**src/rtl/tbah_pkg.sv**
```systemverilog
// ----------------------------------------------------------------------------
// tbah_pkg
// Shared beat types, command and status bundles and constants for the
// time-bucket activity histogram.
// ----------------------------------------------------------------------------
package tbah_pkg;

    // Width of a day, week or month bucket id held in an anchor.
    localparam int ID_W = 31;

    // Action codes carried in the input beat.
    localparam logic [1:0] ACT_RECORD  = 2'd0;
    localparam logic [1:0] ACT_ADVANCE = 2'd1;
    localparam logic [1:0] ACT_READ    = 2'd2;

    // Window selector codes for a read.
    localparam logic [1:0] SEL_DAY   = 2'd0;
    localparam logic [1:0] SEL_WEEK  = 2'd1;
    localparam logic [1:0] SEL_MONTH = 2'd2;

    // Counter saturation value and week arithmetic.
    localparam logic [7:0] SAT_MAX     = 8'd255;
    localparam int         WEEK_OFFSET = 3;
    localparam int         WEEK_LEN    = 7;

    // Reciprocal of the week length scaled by 2^35, less its 2^32 term.
    // The week id is worked out as the product, then the quotient.
    localparam logic [29:0] WEEK_RECIP = 30'h24924925;
    localparam int          DIV_STEPS  = 2;

    typedef struct packed {
        logic [1:0]  action;
        logic [30:0] day_index;
        logic [30:0] month_index;
        logic        kind;
        logic [1:0]  window_select;
        logic [3:0]  slot;
    } t_in_beat;

    typedef struct packed {
        logic [7:0]         solo_count;
        logic [7:0]         partner_count;
        logic signed [31:0] bucket_id;
        logic               dropped;
    } t_out_beat;

    // Commands from the controller to the datapath.
    typedef struct packed {
        logic load;
        logic step_clr;
        logic step_inc;
        logic div_step;
        logic prep;
        logic shift;
        logic rot;
        logic out_load;
    } t_cmd;

    // Status from the datapath to the controller.
    typedef struct packed {
        logic is_move;
        logic is_read;
        logic is_record;
        logic div_last;
        logic shift_busy;
        logic rot_last;
        logic out_free;
    } t_status;

endpackage

```
**src/rtl/time_bucket_activity_histogram.sv**
```systemverilog
// ----------------------------------------------------------------------------
// time_bucket_activity_histogram
// Rolling solo/partner event counters over day, week and month windows.
//
// Input channel (i_valid, o_stall, i_data) takes one action beat: record an
// event, advance the windows, or read one bucket. Output channel (o_valid,
// i_stall, o_data) returns exactly one result beat per action.
// One action is worked at a time. A read rotates every window bank once
// around to reach the chosen bucket; an advance computes the week id by
// reciprocal multiplication and shifts each bank to fill the gap; a record
// does both, counting the event during the rotation; an unknown action goes
// straight to the output. Each window bank moves one slot per cycle for the
// gap fill and for the full rotation, which runs over the deepest window
// (14 slots by default).
// The next beat is accepted in the cycle after the result enters the output
// register, so a stalled receiver holds up at most one finished beat.
// Reset clears all anchors and counters at once; no beat is in flight after.
// ----------------------------------------------------------------------------
module time_bucket_activity_histogram
    import tbah_pkg::*;
#(
    parameter int DAY_SLOTS   = 14,
    parameter int WEEK_SLOTS  = 12,
    parameter int MONTH_SLOTS = 12
) (
    input  logic      i_clk,
    input  logic      i_rst_n,
    input  logic      i_valid,
    output logic      o_stall,
    input  t_in_beat  i_data,
    output logic      o_valid,
    input  logic      i_stall,
    output t_out_beat o_data
);

    t_cmd    cmd;
    t_status status;

    // Sequencer.
    tbah_ctrl u_ctrl (
        .i_clk    (i_clk),
        .i_rst_n  (i_rst_n),
        .i_valid  (i_valid),
        .o_stall  (o_stall),
        .o_cmd    (cmd),
        .i_status (status)
    );

    // Windows, divider and output register.
    tbah_datapath #(
        .DAY_SLOTS   (DAY_SLOTS),
        .WEEK_SLOTS  (WEEK_SLOTS),
        .MONTH_SLOTS (MONTH_SLOTS)
    ) u_datapath (
        .i_clk    (i_clk),
        .i_rst_n  (i_rst_n),
        .i_data   (i_data),
        .i_stall  (i_stall),
        .o_valid  (o_valid),
        .o_data   (o_data),
        .i_cmd    (cmd),
        .o_status (status)
    );

endmodule

```
**src/rtl/tbah_window.sv**
```systemverilog
// ----------------------------------------------------------------------------
// tbah_window
// One rolling window of paired 8-bit counters with its anchor. The bank
// moves one slot per cycle: a shift drops the oldest bucket and brings in
// a zero, a rotation walks every bucket past slot 0 and back into place.
// ----------------------------------------------------------------------------
module tbah_window
    import tbah_pkg::*;
#(
    parameter int N  = 14,
    parameter int SW = 7
) (
    input  logic            i_clk,
    input  logic            i_rst_n,
    input  logic            i_prep,
    input  logic            i_shift,
    input  logic            i_rot,
    input  logic            i_record,
    input  logic            i_kind,
    input  logic [SW-1:0]   i_step,
    input  logic [3:0]      i_slot,
    input  logic [ID_W-1:0] i_target,
    output logic [ID_W-1:0] o_anchor,
    output logic [15:0]     o_cap,
    output logic            o_hit,
    output logic            o_shift_busy
);

    localparam int CW = $clog2(N + 1);
    localparam int PW = (N > 1) ? $clog2(N) : 1;

    logic [15:0]     r_cnt [N];
    logic [15:0]     n_cnt [N];
    logic [ID_W-1:0] r_anchor, n_anchor;
    logic [CW-1:0]   r_dist, n_dist;
    logic            r_hit, n_hit;
    logic [PW-1:0]   r_pos, n_pos;
    logic [15:0]     r_cap, n_cap;

    logic signed [31:0] diff;
    logic signed [31:0] back;
    logic signed [31:0] pos_full;
    logic [7:0]         solo;
    logic [7:0]         partner;

    // Distance to the target, and the bucket position of the target once
    // the window has moved.
    assign diff     = $signed({1'b0, i_target}) - $signed({1'b0, r_anchor});
    assign back     = -diff;
    assign pos_full = $signed(32'(N - 1)) - back;

    always_comb begin
        n_cnt    = r_cnt;
        n_anchor = r_anchor;
        n_dist   = r_dist;
        n_hit    = r_hit;
        n_pos    = r_pos;
        n_cap    = r_cap;
        solo     = r_cnt[0][7:0];
        partner  = r_cnt[0][15:8];

        // Work out the move once, then let the shift phase carry it out.
        if (i_prep) begin
            if (diff > 0) begin
                n_anchor = i_target;
                n_hit    = 1'b1;
                n_pos    = PW'(N - 1);
                if (diff >= $signed(32'(N))) begin
                    n_dist = CW'(N);
                end else begin
                    n_dist = diff[CW-1:0];
                end
            end else begin
                n_dist = '0;
                n_hit  = (back < $signed(32'(N)));
                n_pos  = pos_full[PW-1:0];
            end
        end

        // Shift toward slot 0 with a zero entering at the newest end.
        if (i_shift && (i_step < SW'(r_dist))) begin
            for (int i = 0; i < N - 1; i++) begin
                n_cnt[i] = r_cnt[i + 1];
            end
            n_cnt[N-1] = 16'h0000;
        end

        // Rotate the bank once around, counting or capturing at slot 0.
        if (i_rot && (i_step < SW'(N))) begin
            if (i_record && r_hit && (i_step == SW'(r_pos))) begin
                if (i_kind) begin
                    if (partner != SAT_MAX) begin
                        partner = partner + 8'd1;
                    end
                end else begin
                    if (solo != SAT_MAX) begin
                        solo = solo + 8'd1;
                    end
                end
            end
            if (i_step == SW'(i_slot)) begin
                n_cap = r_cnt[0];
            end
            for (int i = 0; i < N - 1; i++) begin
                n_cnt[i] = r_cnt[i + 1];
            end
            n_cnt[N-1] = {partner, solo};
        end
    end

    always_ff @(posedge i_clk) begin
        if (!i_rst_n) begin
            for (int i = 0; i < N; i++) begin
                r_cnt[i] <= 16'h0000;
            end
            r_anchor <= '0;
            r_dist   <= '0;
        end else begin
            r_cnt    <= n_cnt;
            r_anchor <= n_anchor;
            r_dist   <= n_dist;
        end
        r_hit <= n_hit;
        r_pos <= n_pos;
        r_cap <= n_cap;
    end

    assign o_anchor     = r_anchor;
    assign o_cap        = r_cap;
    assign o_hit        = r_hit;
    assign o_shift_busy = (i_step < SW'(r_dist));

    // The anchor moves only when a move is being prepared.
    a_anchor_only_on_prep: assert property (@(posedge i_clk) disable iff (!i_rst_n)
        !i_prep |=> $stable(r_anchor))
        else $error("window anchor changed outside the prepare step");

endmodule

```
**src/rtl/tbah_datapath.sv**
```systemverilog
// ----------------------------------------------------------------------------
// tbah_datapath
// Input register, week divider, step counter, the three windows and the
// output register of the histogram.
// ----------------------------------------------------------------------------
module tbah_datapath
    import tbah_pkg::*;
#(
    parameter int DAY_SLOTS   = 14,
    parameter int WEEK_SLOTS  = 12,
    parameter int MONTH_SLOTS = 12
) (
    input  logic      i_clk,
    input  logic      i_rst_n,
    input  t_in_beat  i_data,
    input  logic      i_stall,
    output logic      o_valid,
    output t_out_beat o_data,
    input  t_cmd      i_cmd,
    output t_status   o_status
);

    localparam int MAX_DW = (DAY_SLOTS > WEEK_SLOTS) ? DAY_SLOTS : WEEK_SLOTS;
    localparam int MAX_N  = (MAX_DW > MONTH_SLOTS) ? MAX_DW : MONTH_SLOTS;
    localparam int SW_N   = $clog2(MAX_N + 1);
    localparam int SW     = (SW_N > 4) ? SW_N : 4;

    // Captured input beat.
    logic [1:0]      r_action;
    logic [ID_W-1:0] r_day;
    logic [ID_W-1:0] r_month;
    logic            r_kind;
    logic [1:0]      r_sel;
    logic [3:0]      r_slot;

    logic [SW-1:0] r_step;

    // Week divider state.
    logic [31:0] r_dvd;
    logic [61:0] r_prod;
    logic [31:0] r_quo;
    logic [64:0] week_sum;

    logic            r_ovalid;
    t_out_beat       r_out, n_out;

    logic [ID_W-1:0] day_anchor, week_anchor, month_anchor;
    logic [15:0]     day_cap, week_cap, month_cap;
    logic            day_hit, week_hit, month_hit;
    logic            day_busy, week_busy, month_busy;
    logic            is_rec;

    assign is_rec = (r_action == ACT_RECORD);

    // Input capture.
    always_ff @(posedge i_clk) begin
        if (i_cmd.load) begin
            r_action <= i_data.action;
            r_day    <= i_data.day_index;
            r_month  <= i_data.month_index;
            r_kind   <= i_data.kind;
            r_sel    <= i_data.window_select;
            r_slot   <= i_data.slot;
        end
    end

    // Step counter shared by the divider, shift and rotate phases.
    always_ff @(posedge i_clk) begin
        if (!i_rst_n) begin
            r_step <= '0;
        end else if (i_cmd.step_clr) begin
            r_step <= '0;
        end else if (i_cmd.step_inc) begin
            r_step <= r_step + SW'(1);
        end
    end

    // Week id of day plus offset by reciprocal multiplication. The full
    // reciprocal is 2^32 plus the stored part, so its top term is a plain
    // shift of the dividend. The first step forms the product and the second
    // step takes the quotient from it.
    assign week_sum = {1'b0, r_dvd, 32'h0000_0000} + {3'b000, r_prod};

    always_ff @(posedge i_clk) begin
        if (i_cmd.load) begin
            r_dvd <= {1'b0, i_data.day_index} + 32'(WEEK_OFFSET);
        end else if (i_cmd.div_step) begin
            r_prod <= 62'(r_dvd) * 62'(WEEK_RECIP);
            r_quo  <= {2'b00, week_sum[64:35]};
        end
    end

    // The three windows.
    tbah_window #(.N(DAY_SLOTS), .SW(SW)) u_day (
        .i_clk        (i_clk),
        .i_rst_n      (i_rst_n),
        .i_prep       (i_cmd.prep),
        .i_shift      (i_cmd.shift),
        .i_rot        (i_cmd.rot),
        .i_record     (is_rec),
        .i_kind       (r_kind),
        .i_step       (r_step),
        .i_slot       (r_slot),
        .i_target     (r_day),
        .o_anchor     (day_anchor),
        .o_cap        (day_cap),
        .o_hit        (day_hit),
        .o_shift_busy (day_busy)
    );

    tbah_window #(.N(WEEK_SLOTS), .SW(SW)) u_week (
        .i_clk        (i_clk),
        .i_rst_n      (i_rst_n),
        .i_prep       (i_cmd.prep),
        .i_shift      (i_cmd.shift),
        .i_rot        (i_cmd.rot),
        .i_record     (is_rec),
        .i_kind       (r_kind),
        .i_step       (r_step),
        .i_slot       (r_slot),
        .i_target     (r_quo[ID_W-1:0]),
        .o_anchor     (week_anchor),
        .o_cap        (week_cap),
        .o_hit        (week_hit),
        .o_shift_busy (week_busy)
    );

    tbah_window #(.N(MONTH_SLOTS), .SW(SW)) u_month (
        .i_clk        (i_clk),
        .i_rst_n      (i_rst_n),
        .i_prep       (i_cmd.prep),
        .i_shift      (i_cmd.shift),
        .i_rot        (i_cmd.rot),
        .i_record     (is_rec),
        .i_kind       (r_kind),
        .i_step       (r_step),
        .i_slot       (r_slot),
        .i_target     (r_month),
        .o_anchor     (month_anchor),
        .o_cap        (month_cap),
        .o_hit        (month_hit),
        .o_shift_busy (month_busy)
    );

    // Result of the current action.
    always_comb begin
        n_out = '0;
        unique case (r_action)
            ACT_RECORD: begin
                n_out.dropped = !(day_hit && week_hit && month_hit);
            end
            ACT_ADVANCE: begin
                n_out = '0;
            end
            ACT_READ: begin
                unique case (r_sel)
                    SEL_DAY: begin
                        if (32'(r_slot) < 32'(DAY_SLOTS)) begin
                            n_out.solo_count    = day_cap[7:0];
                            n_out.partner_count = day_cap[15:8];
                            n_out.bucket_id     = $signed({1'b0, day_anchor})
                                - $signed(32'(DAY_SLOTS - 1)) + $signed(32'(r_slot));
                        end
                    end
                    SEL_WEEK: begin
                        if (32'(r_slot) < 32'(WEEK_SLOTS)) begin
                            n_out.solo_count    = week_cap[7:0];
                            n_out.partner_count = week_cap[15:8];
                            n_out.bucket_id     = $signed({1'b0, week_anchor})
                                - $signed(32'(WEEK_SLOTS - 1)) + $signed(32'(r_slot));
                        end
                    end
                    SEL_MONTH: begin
                        if (32'(r_slot) < 32'(MONTH_SLOTS)) begin
                            n_out.solo_count    = month_cap[7:0];
                            n_out.partner_count = month_cap[15:8];
                            n_out.bucket_id     = $signed({1'b0, month_anchor})
                                - $signed(32'(MONTH_SLOTS - 1)) + $signed(32'(r_slot));
                        end
                    end
                    default: begin
                        n_out = '0;
                    end
                endcase
            end
            default: begin
                n_out = '0;
            end
        endcase
    end

    // Output register: holds a finished beat until the receiver takes it.
    always_ff @(posedge i_clk) begin
        if (!i_rst_n) begin
            r_ovalid <= 1'b0;
        end else if (i_cmd.out_load) begin
            r_ovalid <= 1'b1;
        end else if (!i_stall) begin
            r_ovalid <= 1'b0;
        end
        if (i_cmd.out_load) begin
            r_out <= n_out;
        end
    end

    assign o_valid = r_ovalid;
    assign o_data  = r_out;

    // Status toward the controller.
    always_comb begin
        o_status            = '0;
        o_status.is_move    = (r_action == ACT_RECORD) || (r_action == ACT_ADVANCE);
        o_status.is_read    = (r_action == ACT_READ);
        o_status.is_record  = is_rec;
        o_status.div_last   = (r_step == SW'(DIV_STEPS - 1));
        o_status.shift_busy = day_busy || week_busy || month_busy;
        o_status.rot_last   = (r_step == SW'(MAX_N - 1));
        o_status.out_free   = !r_ovalid || !i_stall;
    end

    // A finished beat never overwrites one the receiver is still stalling.
    a_no_overwrite: assert property (@(posedge i_clk) disable iff (!i_rst_n)
        i_cmd.out_load |-> (!r_ovalid || !i_stall))
        else $error("output beat overwritten while stalled");

    // The shift phase never runs past the deepest window.
    a_shift_bound: assert property (@(posedge i_clk) disable iff (!i_rst_n)
        i_cmd.shift |-> (r_step <= SW'(MAX_N)))
        else $error("shift phase ran past the window depth");

    // The rotate phase stays within the deepest window.
    a_rot_bound: assert property (@(posedge i_clk) disable iff (!i_rst_n)
        i_cmd.rot |-> (r_step < SW'(MAX_N)))
        else $error("rotate phase ran past the window depth");

endmodule

```
**src/rtl/tbah_ctrl.sv**
```systemverilog
// ----------------------------------------------------------------------------
// tbah_ctrl
// Sequencer of the histogram: accepts a beat, runs as the action needs the
// week division, the window move and the bank rotation, then hands off the result.
// ----------------------------------------------------------------------------
module tbah_ctrl
    import tbah_pkg::*;
(
    input  logic    i_clk,
    input  logic    i_rst_n,
    input  logic    i_valid,
    output logic    o_stall,
    output t_cmd    o_cmd,
    input  t_status i_status
);

    typedef enum logic [6:0] {
        S_IDLE     = 7'b0000001,
        S_DISPATCH = 7'b0000010,
        S_DIV      = 7'b0000100,
        S_PREP     = 7'b0001000,
        S_SHIFT    = 7'b0010000,
        S_ROT      = 7'b0100000,
        S_OUT      = 7'b1000000
    } t_state;

    t_state r_state, n_state;

    // Next state and commands.
    always_comb begin
        n_state = r_state;
        o_cmd   = '0;
        unique case (r_state)
            S_IDLE: begin
                if (i_valid) begin
                    o_cmd.load = 1'b1;
                    n_state    = S_DISPATCH;
                end
            end
            S_DISPATCH: begin
                o_cmd.step_clr = 1'b1;
                if (i_status.is_move) begin
                    n_state = S_DIV;
                end else if (i_status.is_read) begin
                    n_state = S_ROT;
                end else begin
                    n_state = S_OUT;
                end
            end
            S_DIV: begin
                o_cmd.div_step = 1'b1;
                o_cmd.step_inc = 1'b1;
                if (i_status.div_last) begin
                    n_state = S_PREP;
                end
            end
            S_PREP: begin
                o_cmd.prep     = 1'b1;
                o_cmd.step_clr = 1'b1;
                n_state        = S_SHIFT;
            end
            S_SHIFT: begin
                o_cmd.shift    = 1'b1;
                o_cmd.step_inc = 1'b1;
                if (!i_status.shift_busy) begin
                    o_cmd.step_clr = 1'b1;
                    n_state        = i_status.is_record ? S_ROT : S_OUT;
                end
            end
            S_ROT: begin
                o_cmd.rot      = 1'b1;
                o_cmd.step_inc = 1'b1;
                if (i_status.rot_last) begin
                    n_state = S_OUT;
                end
            end
            S_OUT: begin
                if (i_status.out_free) begin
                    o_cmd.out_load = 1'b1;
                    n_state        = S_IDLE;
                end
            end
            default: begin
                n_state = S_IDLE;
            end
        endcase
    end

    always_ff @(posedge i_clk) begin
        if (!i_rst_n) begin
            r_state <= S_IDLE;
        end else begin
            r_state <= n_state;
        end
    end

    assign o_stall = (r_state != S_IDLE);

endmodule
```
**config.mk**
```make
export PLATFORM = sky130hd
export DESIGN_NAME = time_bucket_activity_histogram
export DESIGN_NICKNAME = d
export VERILOG_FILES = /design/src/rtl/tbah_pkg.sv /design/src/rtl/time_bucket_activity_histogram.sv /design/src/rtl/tbah_window.sv /design/src/rtl/tbah_datapath.sv /design/src/rtl/tbah_ctrl.sv
export SDC_FILE = /design/constraint.sdc
export NUM_CORES = 2
export LEC_CHECK = 0
export BUFFER_PORTS_ARGS = -buffer_cell sky130_fd_sc_hd__buf_2
export CAP_MARGIN = 0
export CORE_MARGIN = 2
export CORE_UTILIZATION = 58
export CTS_CLUSTER_DIAMETER = 120
export DETAILED_ROUTE_END_ITERATION = 10
export GPL_TIMING_DRIVEN = 0
export PLACE_DENSITY_LB_ADDON = 0.08
export SYNTH_ARGS = -nofsm -noshare
export SYNTH_HDL_FRONTEND = slang
export SYNTH_HIERARCHICAL = 1
export SYNTH_SLANG_ARGS = --single-unit
```
**constraint.sdc**
```tcl
create_clock -name i_clk -period 6.7 [get_ports i_clk]
set_input_delay 1.34 -clock i_clk [delete_from_list [all_inputs] [get_ports i_clk]]
set_output_delay 1.34 -clock i_clk [all_outputs]
set_load 0.03 [all_outputs]
```
==> metrics.csv <==
metric,value,unit
maximum_number_of_pins_on_one_net_before_global_route_repair,66,
root_buffer,clkbuf_16,
drive_above_1_share,7.051,%
synth-async-reset-ratio,0,%
hold_path.class,flop to flop,
cts_tree,built,
multiInputGateArea,0.03789,sq mm
setup_violation_total_in_the_final_timing_report,0,
cts_sinks,1000,
iteration_0_drc_count_of_the_detailed_router,3976,
max_cap_violations,0,
timing.critical_path.fanout_max,5,
slew_viol_final,0,
timing.setup.tns,0,ns
timing.reg2reg.worst_path_depth,23,
worst_clock_skew,0.04594,ns
floorplan.die.width,336.1,um
drt_drc_violations_left,0,
layout.filler_cells,9284,
r2r_slack,0.11,ns
syn-cell-area,0.06397,sq mm
globalRouteTotalUtil,30.92,%
status,finished clean,
cpMostUsedCell,fa_1,
timing.critical_path.cells,"buf_6, buf_4, buf_4, ha_1, xor2_1, ha_1, nor2_1, fa_1, inv_1, fa_1, fa_1, fa_1, ha_1, ha_2, nand4_1, nand3b_1, o211ai_1, nand4_1, o2111a_1, o31a_1, o31ai_2, a21oi_1, xnor2_1",
cp_data_required_time,7.13,ns
worstHoldPathCells,2,
cts_hold_buf,0,
cp_slowest_cell,fa_1,
first_global_vias,50560,
crit-reg2reg-launch,u_datapath/r_dvd[3],
syn_inst,7293,
max_stage_delay,0.52,ns
die_ht,336.1,um
finalWorstPathRequiredPeriod,6.586,ns
maxClockFrequency,151.8,MHz
htreeDepth,3,
buffer_ports.inserted,125,
max_slew_margin,4.416,%
fp-row-count,121,
initial_core_util,58.61,%
seqCellArea,0.02277,sq mm
min_delay_worst_endpoint,u_datapath/u_week/r_cnt[37],
hold_viol_final,0,
cts.reportedPaths.clkPinSlew,0.06,ns
arrival,7.02,ns
yosys_warnings,6,
timing.rr.end,u_datapath/r_prod[60],
gp_congestion,0.9672,
synth_top_flop_cell,dfxtp_1,
hold_path_startpoint,u_datapath/u_week/r_cnt[21],
detailroute.via_count,52920,
crit_buf_inv,4,
buffers_from_clock_root_to_sink_at_most,3,
ys_seq_elements,1000,
core_area,0.1092,sq mm
finalWirelength,176900,um
tightest_slew,1.423,ns
final_core_util,65.13,%
floorplan.io_pins,126,
critPathCaptureType,flop,
category_of_cells_accounting_for_the_largest_share_of_critical_path_delay,adder cells,
post_drt_via_cell_ratio,5.766,
final_antenna_net_count,0,
post-dp-hpwl,136700,um
synth-seq-area-share,35.60,%
number_of_search_and_repair_iterations_in_the_first_detailed_routing_pass,6,
synth_edf_count,275,
design.final.nets,8506,
timing.critical_path.from_type,flop,
insertion_delay,0.71,ns
areaGrowthSynthToFinish,11.13,%
netlist-cell-type-count,114,
first_pass_grt_wire_length,276300,um
synth_area_per_cell,8.772,sq um
avgRoutedWirePerCell,19.28,um
fin_crit_sh,98.30,%
fp.dieArea,0.1130,sq mm
grt.overflow.total,0,
cts-buffers-inserted,103,
grt_antenna_before_repair,3,
rsz0062_at_grt,yes,
setup.worst_path.start,u_datapath/r_dvd[3],
path_class,flop to flop,
[sequential cells by signal, indices dropped and copies added, names as in the netlist, 7 cells and up]
register,count
u_ctrl/r_state,7
u_datapath/o_data,49
u_datapath/r_day,31
u_datapath/r_dvd,32
u_datapath/r_month,31
u_datapath/r_prod,30
u_datapath/r_quo,30
u_datapath/u_day/o_anchor,31
u_datapath/u_day/o_cap,16
u_datapath/u_day/r_cnt,224
u_datapath/u_month/o_anchor,31
u_datapath/u_month/o_cap,16
u_datapath/u_month/r_cnt,192
u_datapath/u_week/o_anchor,31
u_datapath/u_week/o_cap,16
u_datapath/u_week/r_cnt,192
[cell type report]
cell class              instances  share of cell area, %
clock inverters                46                 0.5825
well taps                    1476                  2.598
diodes                          1               0.003520
repair buffers                220                  2.124
flip-flops and latches       1000                  32.03
clock buffers                 142                  4.134
plain buffers                 308                  1.742
inverters                     661                  3.490
multi-input cells            5324                  53.30
[worst max path at each step]
stage          depth (start not counted)                     to  slack (ns)
2_1_floorplan                         23  u_datapath/r_prod[60]        0.33
3_3_place_gp                          22  u_datapath/r_prod[60]       -0.60
3_5_place_dp                          22  u_datapath/r_prod[60]       -0.59
4_1_cts                               21  u_datapath/r_prod[60]       0.002
5_1_grt                               23  u_datapath/r_prod[60]       -0.20
6_report                              23  u_datapath/r_prod[60]        0.11
[routing by layer]
metal,up-vias,GRT usage [%],routed length (um)
li1,25750,-,-
met1,25240,42.26,79060
met2,1578,49.59,79190
met3,355,4.083,11080
met4,0,12.63,7596
met5,-,0,0
[cell usage after synthesis, drive strengths merged (128+ instances only)]
master	number	area [sq um]
a21boi	407	3063
a21o	128	963.4
a21oi	491	2480
clkbuf	278	1046
dfxtp	725	14510
edfxtp	275	8258
fa	227	4544
ha	586	7332
inv	661	2481
nand2	1407	5281
nand3	172	873.3
nor2	282	1059
o21ai	237	1209
xnor2	176	1541
[placed cells by master (no fill, tap or decap), types with 170 or more instances in the layout]
master and n:
ha_1 563, o21ai_0 210, fa_1 225, inv_1 660
nand3_1 170, clkbuf_1 297, edfxtp_1 275, dfxtp_1 725
xnor2_1 176, nand2_1 1407, a21boi_0 403, a21oi_1 484
nor2_1 282
[what timing repair did]
action / CTS / global route
pin swaps: 7 / 32
endpoints found under the setup margin: 20 / 15
hold endpoints to repair: 0 / 0
setup buffers: 54 / 29
resized for setup: 12 / 52
[stage by stage]
| step | hold WS, ns | cells | cell area, sq um | setup WS [ns] |
|---|---|---|---|---|
| finish | 0.4528 | 9178 | 71100 | 0.1142 |
| CTS | 0.4394 | 9148 | 70540 | 0.002252 |
| global placement | 0.4391 | 8895 | 66460 | -0.5956 |
| floorplan | 0.4229 | 7294 | 63980 | 0.3272 |
| detailed placement | 0.4446 | 8907 | 66670 | -0.5939 |
| global route | 0.4713 | 9177 | 71090 | -0.1958 |
[worst register-to-register path, stage by stage, from the launching register on]
cell and delay (ns):
edfxtp_1 0.50, buf_6 0.19, buf_4 0.13, buf_4 0.13, ha_1 0.23, xor2_1 0.31
ha_1 0.23, nor2_1 0.07, fa_1 0.50, inv_1 0.05, fa_1 0.50, fa_1 0.52
fa_1 0.49, ha_1 0.31, ha_2 0.37, nand4_1 0.13, nand3b_1 0.20, o211ai_1 0.16
nand4_1 0.18, o2111a_1 0.31, o31a_1 0.33, o31ai_2 0.25, a21oi_1 0.12, xnor2_1 0.14
[logic make-up (layout without fill, tap and decap cells)]
kind of cell | count (synthesis) | in the layout | share of synthesized area (%)
flops | 1000 | 1000 | 35.60
compound gates | 1744 | 1744 | 18.15
simple gates | 2419 | 2419 | 16.97
xor+xnor | 289 | 289 | 3.978
fa+ha+maj | 813 | 813 | 18.56
other cells | 1 | 3 | 0.005862
mux | 57 | 57 | 0.9153
buf+inv | 970 | 1377 | 5.821
Power is left out: the tool's default activity adds up to more than one toggle a clock period on the data nets, which glitch-free logic cannot reach.
